[src/design/ffsa_pkg.sv]
// Shared types, constants and command codes for the first-fit segment allocator.
// No dependencies; every other design file but ffsa_if takes its names from here by scope.
package ffsa_pkg;

    localparam int          MAX_SEGMENTS_DEF = 16;
    localparam logic [15:0] ARENA_RESET      = 16'd1024;

    // result status codes
    localparam logic [1:0] ST_OK    = 2'd0;
    localparam logic [1:0] ST_NOFIT = 2'd1;
    localparam logic [1:0] ST_FULL  = 2'd2;
    localparam logic [1:0] ST_BAD   = 2'd3;

    // request codes
    localparam logic FN_ALLOC = 1'b0;
    localparam logic FN_FREE  = 1'b1;

    // table write selects
    localparam logic [2:0] WR_NONE      = 3'd0;
    localparam logic [2:0] WR_SHIFT     = 3'd1;
    localparam logic [2:0] WR_COPY      = 3'd2;
    localparam logic [2:0] WR_TAIL      = 3'd3;
    localparam logic [2:0] WR_HEAD_USED = 3'd4;
    localparam logic [2:0] WR_HEAD_FREE = 3'd5;

    typedef struct packed {
        logic [15:0] start;
        logic [15:0] len;
        logic        free;
    } t_seg;

    typedef struct packed {
        logic       start;
        logic       rd;
        logic       rd_prev;
        logic       ptr_inc;
        logic       ptr_dec;
        logic       ptr_cnt;
        logic       seg_ld;
        logic       seg_acc;
        logic       tot_alloc;
        logic       tot_release;
        logic       cnt_inc;
        logic       cnt_dst;
        logic       dst_init;
        logic       dst_inc;
        logic [2:0] wr_sel;
        logic       res_ld;
        logic [1:0] res_code;
        logic       out_ld;
    } t_cmd;

    typedef struct packed {
        logic func;
        logic size_zero;
        logic ptr_lt_cnt;
        logic fits;
        logic bigger;
        logic full;
        logic match;
        logic rd_free;
        logic shift_more;
    } t_sts;

endpackage

[src/design/ffsa_if.sv]
// Handshake channel interfaces for requests and results.
// Depends on nothing.
interface ffsa_req_if;
    logic        valid;
    logic        ready;
    logic        func;
    logic [15:0] request_size;
    logic [15:0] block_address;

    modport source (output valid, func, request_size, block_address, input ready);
    modport sink   (input valid, func, request_size, block_address, output ready);
endinterface

interface ffsa_rsp_if;
    logic        valid;
    logic        ready;
    logic [1:0]  status;
    logic [15:0] granted_address;
    logic [15:0] free_total;
    logic [15:0] used_total;

    modport source (output valid, status, granted_address, free_total, used_total,
                    input ready);
    modport sink   (input valid, status, granted_address, free_total, used_total,
                    output ready);
endinterface

[src/design/ffsa_datapath.sv]
// Segment table memory, pointers, running totals and result registers.
// Depends on ffsa_pkg; driven by ffsa_ctrl through t_cmd.
module ffsa_datapath #(
    parameter int MAX_SEGMENTS = ffsa_pkg::MAX_SEGMENTS_DEF
) (
    input  logic              i_clk,
    input  logic              i_rst_n,
    input  logic              i_cfg_we,
    input  logic [15:0]       i_cfg_wdata,
    input  logic              i_func,
    input  logic [15:0]       i_size,
    input  logic [15:0]       i_addr,
    input  ffsa_pkg::t_cmd    i_cmd,
    output ffsa_pkg::t_sts    o_sts,
    output logic [1:0]        o_status,
    output logic [15:0]       o_granted,
    output logic [15:0]       o_free_total,
    output logic [15:0]       o_used_total
);
    localparam int AW = (MAX_SEGMENTS > 1) ? $clog2(MAX_SEGMENTS) : 1;
    localparam int CW = $clog2(MAX_SEGMENTS + 1);
    localparam logic [CW-1:0] CNT_MAX = CW'(MAX_SEGMENTS);
    localparam logic [CW-1:0] ONE     = CW'(1);

    ffsa_pkg::t_seg r_mem [MAX_SEGMENTS];
    ffsa_pkg::t_seg r_rdata;
    ffsa_pkg::t_seg r_seg;

    logic          r_func;
    logic [15:0]   r_size;
    logic [15:0]   r_addr;
    logic [CW-1:0] r_cnt;
    logic [CW-1:0] r_ptr;
    logic [CW-1:0] r_dst;
    logic [CW-1:0] r_base;
    logic [15:0]   r_free_tot;
    logic [15:0]   r_used_tot;
    logic [1:0]    r_pend_status;
    logic [15:0]   r_pend_grant;
    logic [1:0]    r_status;
    logic [15:0]   r_granted;
    logic [15:0]   r_out_free;
    logic [15:0]   r_out_used;

    logic           w_we;
    logic [CW-1:0]  w_waddr;
    ffsa_pkg::t_seg w_wdata;
    logic [CW-1:0]  w_raddr;
    logic [CW-1:0]  w_base1;

    assign w_base1 = r_base + ONE;
    assign w_raddr = i_cmd.rd_prev ? (r_ptr - ONE) : r_ptr;

    always_comb begin
        w_we    = 1'b1;
        w_waddr = '0;
        w_wdata = r_rdata;
        if (!i_rst_n) begin
            w_wdata = '{start: 16'd0, len: ffsa_pkg::ARENA_RESET, free: 1'b1};
        end else if (i_cfg_we) begin
            w_wdata = '{start: 16'd0, len: i_cfg_wdata, free: 1'b1};
        end else begin
            case (i_cmd.wr_sel)
                ffsa_pkg::WR_SHIFT: begin
                    w_waddr = r_ptr;
                end
                ffsa_pkg::WR_COPY: begin
                    w_waddr = r_dst;
                end
                ffsa_pkg::WR_TAIL: begin
                    w_waddr = w_base1;
                    w_wdata = '{start: r_seg.start + r_size, len: r_seg.len - r_size,
                                free: 1'b1};
                end
                ffsa_pkg::WR_HEAD_USED: begin
                    w_waddr = r_base;
                    w_wdata = '{start: r_seg.start, len: r_size, free: 1'b0};
                end
                ffsa_pkg::WR_HEAD_FREE: begin
                    w_waddr = r_base;
                    w_wdata = '{start: r_seg.start, len: r_seg.len, free: 1'b1};
                end
                default: begin
                    w_we = 1'b0;
                end
            endcase
        end
    end

    // table: one write and one registered read a cycle
    always_ff @(posedge i_clk) begin
        if (w_we) begin
            r_mem[w_waddr[AW-1:0]] <= w_wdata;
        end
        if (i_cmd.rd) begin
            r_rdata <= r_mem[w_raddr[AW-1:0]];
        end
    end

    // control state
    always_ff @(posedge i_clk) begin
        if (!i_rst_n) begin
            r_cnt      <= ONE;
            r_free_tot <= ffsa_pkg::ARENA_RESET;
            r_used_tot <= 16'd0;
        end else if (i_cfg_we) begin
            r_cnt      <= ONE;
            r_free_tot <= i_cfg_wdata;
            r_used_tot <= 16'd0;
        end else begin
            if (i_cmd.cnt_inc) begin
                r_cnt <= r_cnt + ONE;
            end else if (i_cmd.cnt_dst) begin
                r_cnt <= r_dst;
            end
            if (i_cmd.tot_alloc) begin
                r_free_tot <= r_free_tot - r_size;
                r_used_tot <= r_used_tot + r_size;
            end else if (i_cmd.tot_release && !r_rdata.free) begin
                r_free_tot <= r_free_tot + r_rdata.len;
                r_used_tot <= r_used_tot - r_rdata.len;
            end
        end
    end

    // pointers and payload
    always_ff @(posedge i_clk) begin
        if (i_cmd.start) begin
            r_func <= i_func;
            r_size <= i_size;
            r_addr <= i_addr;
            r_ptr  <= '0;
        end else if (i_cmd.ptr_inc) begin
            r_ptr <= r_ptr + ONE;
        end else if (i_cmd.ptr_dec) begin
            r_ptr <= r_ptr - ONE;
        end else if (i_cmd.ptr_cnt) begin
            r_ptr <= r_cnt;
        end
        if (i_cmd.seg_ld) begin
            r_seg  <= r_rdata;
            r_base <= r_ptr;
        end else if (i_cmd.seg_acc) begin
            r_seg.len <= r_seg.len + r_rdata.len;
        end
        if (i_cmd.dst_init) begin
            r_dst <= w_base1;
        end else if (i_cmd.dst_inc) begin
            r_dst <= r_dst + ONE;
        end
        if (i_cmd.res_ld) begin
            r_pend_status <= i_cmd.res_code;
            r_pend_grant  <= (i_cmd.res_code == ffsa_pkg::ST_OK
                              && r_func == ffsa_pkg::FN_ALLOC) ? r_seg.start : 16'd0;
        end
        if (i_cmd.out_ld) begin
            r_status   <= r_pend_status;
            r_granted  <= r_pend_grant;
            r_out_free <= r_free_tot;
            r_out_used <= r_used_tot;
        end
    end

    assign o_sts.func       = r_func;
    assign o_sts.size_zero  = (r_size == 16'd0);
    assign o_sts.ptr_lt_cnt = (r_ptr < r_cnt);
    assign o_sts.fits       = r_rdata.free && (r_rdata.len >= r_size);
    assign o_sts.bigger     = (r_rdata.len > r_size);
    assign o_sts.full       = (r_cnt == CNT_MAX);
    assign o_sts.match      = (r_rdata.start == r_addr);
    assign o_sts.rd_free    = r_rdata.free;
    assign o_sts.shift_more = (r_ptr > w_base1);

    assign o_status     = r_status;
    assign o_granted    = r_granted;
    assign o_free_total = r_out_free;
    assign o_used_total = r_out_used;

endmodule

[src/design/ffsa_ctrl.sv]
// Sequencer: scan, split shift, merge and compaction passes over the table.
// Depends on ffsa_pkg; issues t_cmd to ffsa_datapath.
module ffsa_ctrl (
    input  logic           i_clk,
    input  logic           i_rst_n,
    input  logic           i_in_valid,
    input  logic           i_out_ready,
    input  ffsa_pkg::t_sts i_sts,
    output logic           o_in_ready,
    output logic           o_out_valid,
    output ffsa_pkg::t_cmd o_cmd
);
    localparam logic [3:0] S_IDLE  = 4'd0;
    localparam logic [3:0] S_CHK0  = 4'd1;
    localparam logic [3:0] S_RD    = 4'd2;
    localparam logic [3:0] S_CK    = 4'd3;
    localparam logic [3:0] S_SHCK  = 4'd4;
    localparam logic [3:0] S_SHWR  = 4'd5;
    localparam logic [3:0] S_TAIL  = 4'd6;
    localparam logic [3:0] S_AHEAD = 4'd7;
    localparam logic [3:0] S_MRD   = 4'd8;
    localparam logic [3:0] S_MCK   = 4'd9;
    localparam logic [3:0] S_MHEAD = 4'd10;
    localparam logic [3:0] S_CRD   = 4'd11;
    localparam logic [3:0] S_CWR   = 4'd12;
    localparam logic [3:0] S_FIN   = 4'd13;

    logic [3:0] r_state;
    logic [3:0] n_state;
    logic       r_out_valid;
    logic       n_out_valid;
    logic       w_out_free;

    assign w_out_free  = !r_out_valid || i_out_ready;
    assign o_in_ready  = (r_state == S_IDLE);
    assign o_out_valid = r_out_valid;

    always_comb begin
        n_state     = r_state;
        n_out_valid = r_out_valid && !i_out_ready;
        o_cmd       = '0;
        case (r_state)
            S_IDLE: begin
                if (i_in_valid) begin
                    o_cmd.start = 1'b1;
                    n_state     = S_CHK0;
                end
            end
            S_CHK0: begin
                if (i_sts.func == ffsa_pkg::FN_ALLOC && i_sts.size_zero) begin
                    o_cmd.res_ld   = 1'b1;
                    o_cmd.res_code = ffsa_pkg::ST_BAD;
                    n_state        = S_FIN;
                end else begin
                    n_state = S_RD;
                end
            end
            S_RD: begin
                if (!i_sts.ptr_lt_cnt) begin
                    o_cmd.res_ld   = 1'b1;
                    o_cmd.res_code = (i_sts.func == ffsa_pkg::FN_ALLOC)
                                     ? ffsa_pkg::ST_NOFIT : ffsa_pkg::ST_BAD;
                    n_state        = S_FIN;
                end else begin
                    o_cmd.rd = 1'b1;
                    n_state  = S_CK;
                end
            end
            S_CK: begin
                if (i_sts.func == ffsa_pkg::FN_ALLOC) begin
                    if (i_sts.fits && i_sts.bigger && i_sts.full) begin
                        o_cmd.res_ld   = 1'b1;
                        o_cmd.res_code = ffsa_pkg::ST_FULL;
                        n_state        = S_FIN;
                    end else if (i_sts.fits && i_sts.bigger) begin
                        o_cmd.seg_ld  = 1'b1;
                        o_cmd.ptr_cnt = 1'b1;
                        n_state       = S_SHCK;
                    end else if (i_sts.fits) begin
                        o_cmd.seg_ld = 1'b1;
                        n_state      = S_AHEAD;
                    end else begin
                        o_cmd.ptr_inc = 1'b1;
                        n_state       = S_RD;
                    end
                end else if (i_sts.match) begin
                    o_cmd.seg_ld      = 1'b1;
                    o_cmd.tot_release = 1'b1;
                    o_cmd.ptr_inc     = 1'b1;
                    n_state           = S_MRD;
                end else begin
                    o_cmd.ptr_inc = 1'b1;
                    n_state       = S_RD;
                end
            end
            S_SHCK: begin
                if (i_sts.shift_more) begin
                    o_cmd.rd      = 1'b1;
                    o_cmd.rd_prev = 1'b1;
                    n_state       = S_SHWR;
                end else begin
                    n_state = S_TAIL;
                end
            end
            S_SHWR: begin
                o_cmd.wr_sel  = ffsa_pkg::WR_SHIFT;
                o_cmd.ptr_dec = 1'b1;
                n_state       = S_SHCK;
            end
            S_TAIL: begin
                o_cmd.wr_sel  = ffsa_pkg::WR_TAIL;
                o_cmd.cnt_inc = 1'b1;
                n_state       = S_AHEAD;
            end
            S_AHEAD: begin
                o_cmd.wr_sel    = ffsa_pkg::WR_HEAD_USED;
                o_cmd.tot_alloc = 1'b1;
                o_cmd.res_ld    = 1'b1;
                o_cmd.res_code  = ffsa_pkg::ST_OK;
                n_state         = S_FIN;
            end
            S_MRD: begin
                if (i_sts.ptr_lt_cnt) begin
                    o_cmd.rd = 1'b1;
                    n_state  = S_MCK;
                end else begin
                    n_state = S_MHEAD;
                end
            end
            S_MCK: begin
                if (i_sts.rd_free) begin
                    o_cmd.seg_acc = 1'b1;
                    o_cmd.ptr_inc = 1'b1;
                    n_state       = S_MRD;
                end else begin
                    n_state = S_MHEAD;
                end
            end
            S_MHEAD: begin
                o_cmd.wr_sel   = ffsa_pkg::WR_HEAD_FREE;
                o_cmd.dst_init = 1'b1;
                n_state        = S_CRD;
            end
            S_CRD: begin
                if (i_sts.ptr_lt_cnt) begin
                    o_cmd.rd = 1'b1;
                    n_state  = S_CWR;
                end else begin
                    o_cmd.cnt_dst  = 1'b1;
                    o_cmd.res_ld   = 1'b1;
                    o_cmd.res_code = ffsa_pkg::ST_OK;
                    n_state        = S_FIN;
                end
            end
            S_CWR: begin
                o_cmd.wr_sel  = ffsa_pkg::WR_COPY;
                o_cmd.ptr_inc = 1'b1;
                o_cmd.dst_inc = 1'b1;
                n_state       = S_CRD;
            end
            S_FIN: begin
                if (w_out_free) begin
                    o_cmd.out_ld = 1'b1;
                    n_out_valid  = 1'b1;
                    n_state      = S_IDLE;
                end
            end
            default: begin
                n_state = S_IDLE;
            end
        endcase
    end

    always_ff @(posedge i_clk) begin
        if (!i_rst_n) begin
            r_state     <= S_IDLE;
            r_out_valid <= 1'b0;
        end else begin
            r_state     <= n_state;
            r_out_valid <= n_out_valid;
        end
    end

endmodule

[src/design/first_fit_segment_allocator.sv]
// First-fit segment allocator top level; needs ffsa_pkg, ffsa_if, ffsa_ctrl, ffsa_datapath.
// A zero-size allocate is rejected straight after the size check; any other request
//   waits on each table entry that is scanned, shifted or copied.
// One request at a time; the next beat is taken the cycle after the result loads, and
//   the result loads only once the result register is free.
// Reset (sync, active low) leaves one free segment of 1024 bytes at 0.
module first_fit_segment_allocator #(
    parameter int MAX_SEGMENTS = ffsa_pkg::MAX_SEGMENTS_DEF
) (
    input  logic        i_clk,
    input  logic        i_rst_n,
    input  logic        i_cfg_we,
    input  logic [15:0] i_cfg_wdata,
    ffsa_req_if.sink    i_req,
    ffsa_rsp_if.source  o_rsp
);
    // command/status bundle between sequencer and datapath
    ffsa_pkg::t_cmd w_cmd;
    ffsa_pkg::t_sts w_sts;
    logic           w_in_ready;

    assign i_req.ready = w_in_ready;

    // Sequencer. Request beats are taken only when idle; the result
    // register lets the next beat in while a result still waits.
    ffsa_ctrl u_ctrl (
        .i_clk       (i_clk),
        .i_rst_n     (i_rst_n),
        .i_in_valid  (i_req.valid),
        .i_out_ready (o_rsp.ready),
        .i_sts       (w_sts),
        .o_in_ready  (w_in_ready),
        .o_out_valid (o_rsp.valid),
        .o_cmd       (w_cmd)
    );

    // Table, running totals (kept incrementally, mod 2^16) and result regs.
    // Configuration writes restart the table at entry 0.
    ffsa_datapath #(
        .MAX_SEGMENTS (MAX_SEGMENTS)
    ) u_dp (
        .i_clk        (i_clk),
        .i_rst_n      (i_rst_n),
        .i_cfg_we     (i_cfg_we),
        .i_cfg_wdata  (i_cfg_wdata),
        .i_func       (i_req.func),
        .i_size       (i_req.request_size),
        .i_addr       (i_req.block_address),
        .i_cmd        (w_cmd),
        .o_sts        (w_sts),
        .o_status     (o_rsp.status),
        .o_granted    (o_rsp.granted_address),
        .o_free_total (o_rsp.free_total),
        .o_used_total (o_rsp.used_total)
    );

endmodule

[src/flat_wrapper.sv]
// flat-port wrapper written by rule: the top's interface ports become plain ports
module first_fit_segment_allocator_flat 
#(
    parameter int MAX_SEGMENTS = ffsa_pkg::MAX_SEGMENTS_DEF
)
  (i_clk, i_rst_n, i_cfg_we, i_cfg_wdata, i_req_valid, i_req_func, i_req_request_size, i_req_block_address, i_req_ready, o_rsp_valid, o_rsp_status, o_rsp_granted_address, o_rsp_free_total, o_rsp_used_total, o_rsp_ready);
  ffsa_req_if i_req_i ();
  ffsa_rsp_if o_rsp_i ();
  input  logic i_clk;
  input  logic i_rst_n;
  input  logic i_cfg_we;
  input  logic [15:0] i_cfg_wdata;
  input wire logic [$bits(i_req_i.valid)-1:0] i_req_valid;
  input wire logic [$bits(i_req_i.func)-1:0] i_req_func;
  input wire logic [$bits(i_req_i.request_size)-1:0] i_req_request_size;
  input wire logic [$bits(i_req_i.block_address)-1:0] i_req_block_address;
  output wire logic [$bits(i_req_i.ready)-1:0] i_req_ready;
  output wire logic [$bits(o_rsp_i.valid)-1:0] o_rsp_valid;
  output wire logic [$bits(o_rsp_i.status)-1:0] o_rsp_status;
  output wire logic [$bits(o_rsp_i.granted_address)-1:0] o_rsp_granted_address;
  output wire logic [$bits(o_rsp_i.free_total)-1:0] o_rsp_free_total;
  output wire logic [$bits(o_rsp_i.used_total)-1:0] o_rsp_used_total;
  input wire logic [$bits(o_rsp_i.ready)-1:0] o_rsp_ready;
  assign i_req_i.valid = i_req_valid;
  assign i_req_i.func = i_req_func;
  assign i_req_i.request_size = i_req_request_size;
  assign i_req_i.block_address = i_req_block_address;
  assign i_req_ready = i_req_i.ready;
  assign o_rsp_valid = o_rsp_i.valid;
  assign o_rsp_status = o_rsp_i.status;
  assign o_rsp_granted_address = o_rsp_i.granted_address;
  assign o_rsp_free_total = o_rsp_i.free_total;
  assign o_rsp_used_total = o_rsp_i.used_total;
  assign o_rsp_i.ready = o_rsp_ready;
  first_fit_segment_allocator #(.MAX_SEGMENTS(MAX_SEGMENTS)) u_core (.i_clk(i_clk), .i_rst_n(i_rst_n), .i_cfg_we(i_cfg_we), .i_cfg_wdata(i_cfg_wdata), .i_req(i_req_i), .o_rsp(o_rsp_i));
endmodule
[config.mk]
export PLATFORM = sky130hd
export DESIGN_NAME = first_fit_segment_allocator_flat
export DESIGN_NICKNAME = d
export VERILOG_FILES = /design/src/design/ffsa_pkg.sv /design/src/design/ffsa_if.sv /design/src/design/ffsa_datapath.sv /design/src/design/ffsa_ctrl.sv /design/src/design/first_fit_segment_allocator.sv /design/src/flat_wrapper.sv
export SDC_FILE = /design/constraint.sdc
export NUM_CORES = 1
export LEC_CHECK = 0
export ABC_CLOCK_PERIOD_IN_PS = 4000
export BUFFER_PORTS_ARGS = -buffer_cell sky130_fd_sc_hd__clkbuf_2
export CORE_ASPECT_RATIO = 2
export CORE_MARGIN = 3
export CORE_UTILIZATION = 35
export CTS_BUF_LIST = sky130_fd_sc_hd__clkbuf_16
export CTS_CLUSTER_SIZE = 20
export DETAILED_ROUTE_END_ITERATION = 6
export HOLD_SLACK_MARGIN = 0.06
export RECOVER_POWER = 100
export SYNTH_ARGS = -nofsm -noshare
export SYNTH_HDL_FRONTEND = slang
export SYNTH_SLANG_ARGS = --single-unit
export TNS_END_PERCENT = 30
[constraint.sdc]
create_clock -name i_clk -period 4 [get_ports i_clk]
set_clock_uncertainty 0.2 [all_clocks]
set_input_delay 0.2 -clock i_clk [delete_from_list [all_inputs] [get_ports i_clk]]
set_output_delay 0.2 -clock i_clk [all_outputs]
set_load 0.05 [all_outputs]
# Word-level counts from Yosys, hierarchy flattened
# Memory sizes are Yosys's and may differ from the RTL's. A register that Yosys moved wholly into a read port is not among the register bits.
# Cells that the tools add are included.
[classes] add_sub_neg=12 order_cmp=4 eq_ne=22 muxes=82 bitwise_logic=2 n_reduce_logical=26
[op_table] op="2-to-1 mux 16 bit" count=7
[op_table] op="case mux 33 bit (3 select lines)" count=1
[op_table] op="2-to-1 mux 33 bit" count=2
[op_table] op="adder 16 bit" count=4
[op_table] op="case mux 4 bit (13 select lines)" count=1
[op_table] op="subtractor 16 bit" count=3
[op_table] op="2-to-1 mux 4 bit" count=10
[op_table] op="2-to-1 mux 1 bit" count=35
[op_table] op="2-to-1 mux 5 bit" count=7
[op_table] op="case mux 3 bit (5 select lines)" count=2
[op_table] op="equality test 4 bit (second input constant)" count=6
[op_table] op="2-to-1 mux 3 bit" count=7
[op_table] op="adder 5 x 1 -> 5 bit (second input constant)" count=4
[op_table] op="equality test 16 bit" count=1
[op_table] op="equality test 4 x 3 -> 1 bit (second input constant)" count=4
[op_table] op="greater-or-equal comparator 16 bit" count=1
[op_table] op="greater-than comparator 16 bit" count=1
[op_table] op="logical NOT 16 bit" count=1
[op_table] op="case mux 4 bit (4 select lines)" count=1
[op_table] op="2-to-1 mux 2 bit" count=7
[op_table] op="equality test 4 x 2 -> 1 bit (second input constant)" count=2
[op_table] op="nonzero test 2 bit" count=4
[op_table] op="logical AND 1 bit" count=7
[op_table] op="equality test 3 x 2 -> 1 bit (second input constant)" count=2
[op_table] op="other kinds (20)" count=28
[totals] register_bits=190 ramBits=528 inputBits=54 out_inout_bits=52 word_cells=168 memories=1
[memory_table] memory="u_core.u_dp.r_mem" depth=16 width=33 read_ports=1 rd_ports_with_merged_regs=1 wr=1 line="ffsa_datapath.sv:25" text="ffsa_pkg::t_seg r_mem [MAX_SEGMENTS];"

# Longest topological paths before layout
[logic_depth] word_depth=10 ltp_mapped=18

# Cells and area by module
# A second synthesis with hierarchy kept.
[unflattened] cells_unflattened=2200 area_unflattened_um2=33945.1
[by_module_without_submodules] mod="ffsa_datapath" instances=1 cells_per_inst=2102 area_per_inst_um2=33271.9 seq_area_each_um2=21981.1
[by_module_without_submodules] mod="ffsa_ctrl" instances=1 cells_per_inst=98 area_per_inst_um2=673.1 seq_area_each_um2=100.1

# Worst setup path before layout
# OpenSTA, ideal clock, no wires.
[synth_timing] path_kind="register to register" from="register u_core.u_ctrl.r_state[3]" to="memory u_core.u_dp.r_mem[8][0] (netlist bit), enable pin" setup_ns=0.427 t_arrival_ns=3.703 path_slack_ns=-0.330 stages_incl_launch_ff=9 n_path_buf=2 path_cell_list="dfxtp_1 buf_2 buf_1 nor2b_1 a21boi_0 o21bai_1 nand3_1 or2_2 nor2b_1"
[synth_via] elab_chain_cells=9 word_cells_on_any_way=21 cone_classes="eq/ne (10); mux (9); reduce/logical (2)"
[synth_lines] element="from (decl)" line="ffsa_ctrl.sv:28" text="logic [3:0] r_state;"
[synth_lines] element="from (signal assigned)" line="ffsa_ctrl.sv:179" text="r_state <= n_state;"
[synth_lines] element="equality test 4 bit or equality test 4 x 3 -> 1 bit (tied branches)" line="ffsa_ctrl.sv:42" text="case (r_state)"
[synth_lines] element="case mux 3 bit (5 select lines) *" line="ffsa_ctrl.sv:42"
[synth_lines] element="equality test 3 bit (tied with other cells)" line="ffsa_datapath.sv:63" text="case (i_cmd.wr_sel)"
[synth_lines] element="OR reduction 5 bit (no source line)"
[synth_lines] element="2-to-1 mux 1 bit" line="ffsa_datapath.sv:63"
[synth_lines] element="2-to-1 mux 1 bit" line="ffsa_datapath.sv:60" text="end else if (i_cfg_we) begin"
[synth_lines] element="2-to-1 mux 1 bit" line="ffsa_datapath.sv:58" text="if (!i_rst_n) begin"
[synth_lines] element="2-to-1 mux 1 bit" line="ffsa_datapath.sv:92" text="if (w_we) begin"
[synth_lines] element="2-to-1 mux 1 bit (implied by the code)" line="ffsa_datapath.sv:93" text="r_mem[w_waddr[AW-1:0]] <= w_wdata;"
[synth_lines] element="to (decl)" line="ffsa_datapath.sv:25"
# Mark *: on every way between the ends. The rest lies on a longest branch, timed or not.

# Worst setup path in the final report
[layout_timing] from="register u_core.u_ctrl.r_state[1]" to="memory u_core.u_dp.r_mem[4][4] (netlist bit), enable pin"
# Same word-level chain as after synthesis.

==> impl_metrics.tcl <==
set metrics [dict create \
    ant_nets 0 \
    remaining_drc_errors 0 \
    fin_cells 4446 \
    initialDrtViolationCount 1720 \
    placed_area_um2 37800 \
    synth_top_flop_cell "edfxtp_1" \
    ys_top_cells_by_area "edfxtp_1 62%, nand2_1 6.4%, ha_1 3.9%" \
    start_util 0.355 \
    io_buffers 105 \
    crit_fanout 33 \
    mostFrequentLayoutCells "704 x edfxtp_1, 578 x nand2_1, 233 x nand3_1" \
    status "finished clean" \
    hold_path.class "in -> reg" \
    setup_viol 0 \
    synth.avg_cell_area_um2 11.9 \
    synth-edff-count 704 \
    grt_start_max_net_pins 53 \
    fin_crit_sh 0.955 \
    hold_depth 2 \
    grt-ovfl-total 0 \
    areaGrowthSynthToFinish_pct 18.9 \
    syn_area_um2 33900 \
    dr.pass1.iters 5 \
    wl_um 102000 \
    fmax_mhz 262 \
    path_class "reg -> reg" \
    p_per_area_nw_per_um2 533 \
    antenna_found_initial 4 \
    ios 106 \
    synth_cell_types 71 \
    gp_congestion 0.946 \
    final_common_cell "edfxtp_1" \
    grt_pass1_wl_um 149000 \
    largest_reg_flops 528 \
    timing.rr.end "u_core.u_dp.r_mem[4][4]" \
    worstMarginPinSlew_ps 1330 \
    power.total_mw 21.5 \
    num_vias 24000 \
    grt_pass1_vias 24200 \
    hold_violations 0 \
    cts.sinks 751 \
    cellLeakagePower_nw 14.7 \
    cts_max_path_buffers 3 \
    core-area_um2 95500 \
    regToRegStartpoint "u_core.u_ctrl.r_state[1]" \
    finalSetupTns_ps 0 \
    cts_root_buf "clkbuf_16" \
    ys_warn_count 0 \
    via_per_inst 5.40 \
    die-area_um2 101000 \
    min_to "u_core.u_dp.r_size[9]" \
    reg2reg_depth 11 \
    end_kind "flop" \
    arrival_ps 3890 \
    post-place-cells 4248 \
    finalMaxSlewViolations 0 \
    cp.required_ps 4070 \
    slew_headroom 0.113 \
    final_util 0.422 \
    clk_latency_ps 650 \
    wl_per_cell_um 22.9 \
    maxCapViolations 0 \
    ys_seq_area_frac 0.651 \
    htreeDepth 2 \
    syn_inst 2846 \
    cts.clk_slew.worst_paths_ps 80 \
    die_h_um 446 \
    drive_above_1_share 0.122 \
    period_minus_slack_ps 3820 \
    cp-start-kind "flop" \
    cts_tree "yes" \
    async_flop_share 0 \
    grt_usage 0.198 \
    peakVddDrop_v 0.000362 \
    syn-num-nets 3012 \
    r2r_slack_ps 180 \
    dp_hpwl_um 69200 \
    nets 3345 \
    synth_top_area_share 0.624 \
    cts_buffers 59 \
    yosysTopAreaCell "edfxtp_1" \
    final_area_um2 40300 \
    min_from "i_req_request_size[9]" \
    core.rowCount 160 \
    ys_ff_latch 751 \
    die_x_um 226 \
]
-- cell type report --
| cell class | count | area (um^2) |
|---|---|---|
| fillers | 8792 | 55200 |
| flip-flops and latches | 751 | 22100 |
| inverters | 69 | 259 |
| clock inverters | 50 | 383 |
| diodes | 3 | 7.51 |
| multi-input cells | 1887 | 11200 |
| well taps | 1215 | 1520 |
| repair buffers | 411 | 3340 |
| clock buffers | 60 | 1500 |
-- layer usage --
metal	global-route usage	up-vias	share of wire
met5	0	-	0
met3	0.0219	318	0.047
li1	-	11100	-
met1	0.204	11700	0.35
met2	0.374	815	0.53
met4	0.129	0	0.075
-- power breakdown --
| group | internal [mW] | switching, mW | leakage, nW |
|---|---|---|---|
| clock network | 3.00 | 2.83 | 0.966 |
| logic | 2.40 | 3.87 | 6.84 |
| registers | 9.09 | 0.295 | 6.89 |
-- worst max-delay path: stages (launching register included) --
cell and delay [ps]:
dfxtp_1 350, clkbuf_1 650, nand2b_1 160, nor2_1 180, clkbuf_2 270, nand2_1 80, o22ai_1 130, a21o_1 130
and2_1 150, nand2b_1 260, nor2b_4 170, clkbuf_4 610
-- metrics by stage --
step	hold WS, ps	setup slack (ps)
after floorplan	98.9	-253
after global placement	180	29.4
after detailed placement	180	2.66
after CTS	61.7	20.0
after global routing	85.2	-18.0
final	93.7	180
-- how the worst max path moves through the flow --
stage | startpoint | to | slack [ps] | depth (start not counted)
6_report | u_core.u_ctrl.r_state[1] | u_core.u_dp.r_mem[4][4] | 180 | 11
5_1_grt | u_core.u_dp.r_base[1] | u_core.u_dp.r_rdata[25] | -20 | 15
4_1_cts | u_core.u_dp.r_base[0] | u_core.u_dp.r_rdata[5] | 20 | 15
3_5_place_dp | u_core.u_dp.r_base[1] | u_core.u_dp.r_rdata[5] | 3 | 15
3_3_place_gp | u_core.u_dp.r_rdata[7] | u_core.u_dp.r_free_tot[15] | 30 | 18
2_1_floorplan | u_core.u_ctrl.r_state[3] | u_core.u_dp.r_mem[9][0] | -250 | 8
-- timing repair --
item / 4_1_cts / 5_1_grt
endpoints found under the setup margin: 2 / 27
hold buffers: 81 / 0
cloned: 0 / 1
resized for setup: 2 / 14
hold endpoints to repair: 116 / 0
buffers inserted: 0 / 3
pin swaps: 0 / 1
-- cells in the mapped netlist (5+ instances only) --
| library cell | number |
|---|---|
| edfxtp_1 | 704 |
| o211ai_1 | 14 |
| xor2_1 | 55 |
| mux2i_1 | 43 |
| nand3_1 | 233 |
| buf_4 | 9 |
| a22oi_1 | 20 |
| ha_1 | 107 |
| dfxtp_1 | 47 |
| nor2_1 | 144 |
| a211o_1 | 6 |
| mux2_2 | 5 |
| or3_1 | 9 |
| nor4_1 | 11 |
| clkbuf_1 | 85 |
| buf_2 | 38 |
| xnor2_1 | 52 |
| a21oi_1 | 119 |
| nand4_1 | 76 |
| fa_1 | 5 |
| a32oi_1 | 35 |
| a31oi_1 | 22 |
| a211oi_1 | 14 |
| o21bai_1 | 11 |
| a21o_1 | 25 |
| o22ai_1 | 6 |
| a221oi_1 | 9 |
| and3_1 | 9 |
| nor2b_1 | 24 |
| o31ai_1 | 7 |
| nor3_1 | 34 |
| o21ai_1 | 29 |
| nand2_1 | 579 |
| nand2b_1 | 20 |
| o21ai_0 | 92 |
| inv_1 | 68 |
| and2_1 | 19 |
-- logic make-up after synthesis --
family,synth area share
compound gates,0.0845
xor+xnor,0.0276
fa+ha+maj,0.0424
buf+inv,0.0261
flops,0.651
mux,0.0144
simple gates,0.154
Power figures use the tool's default switching activity.
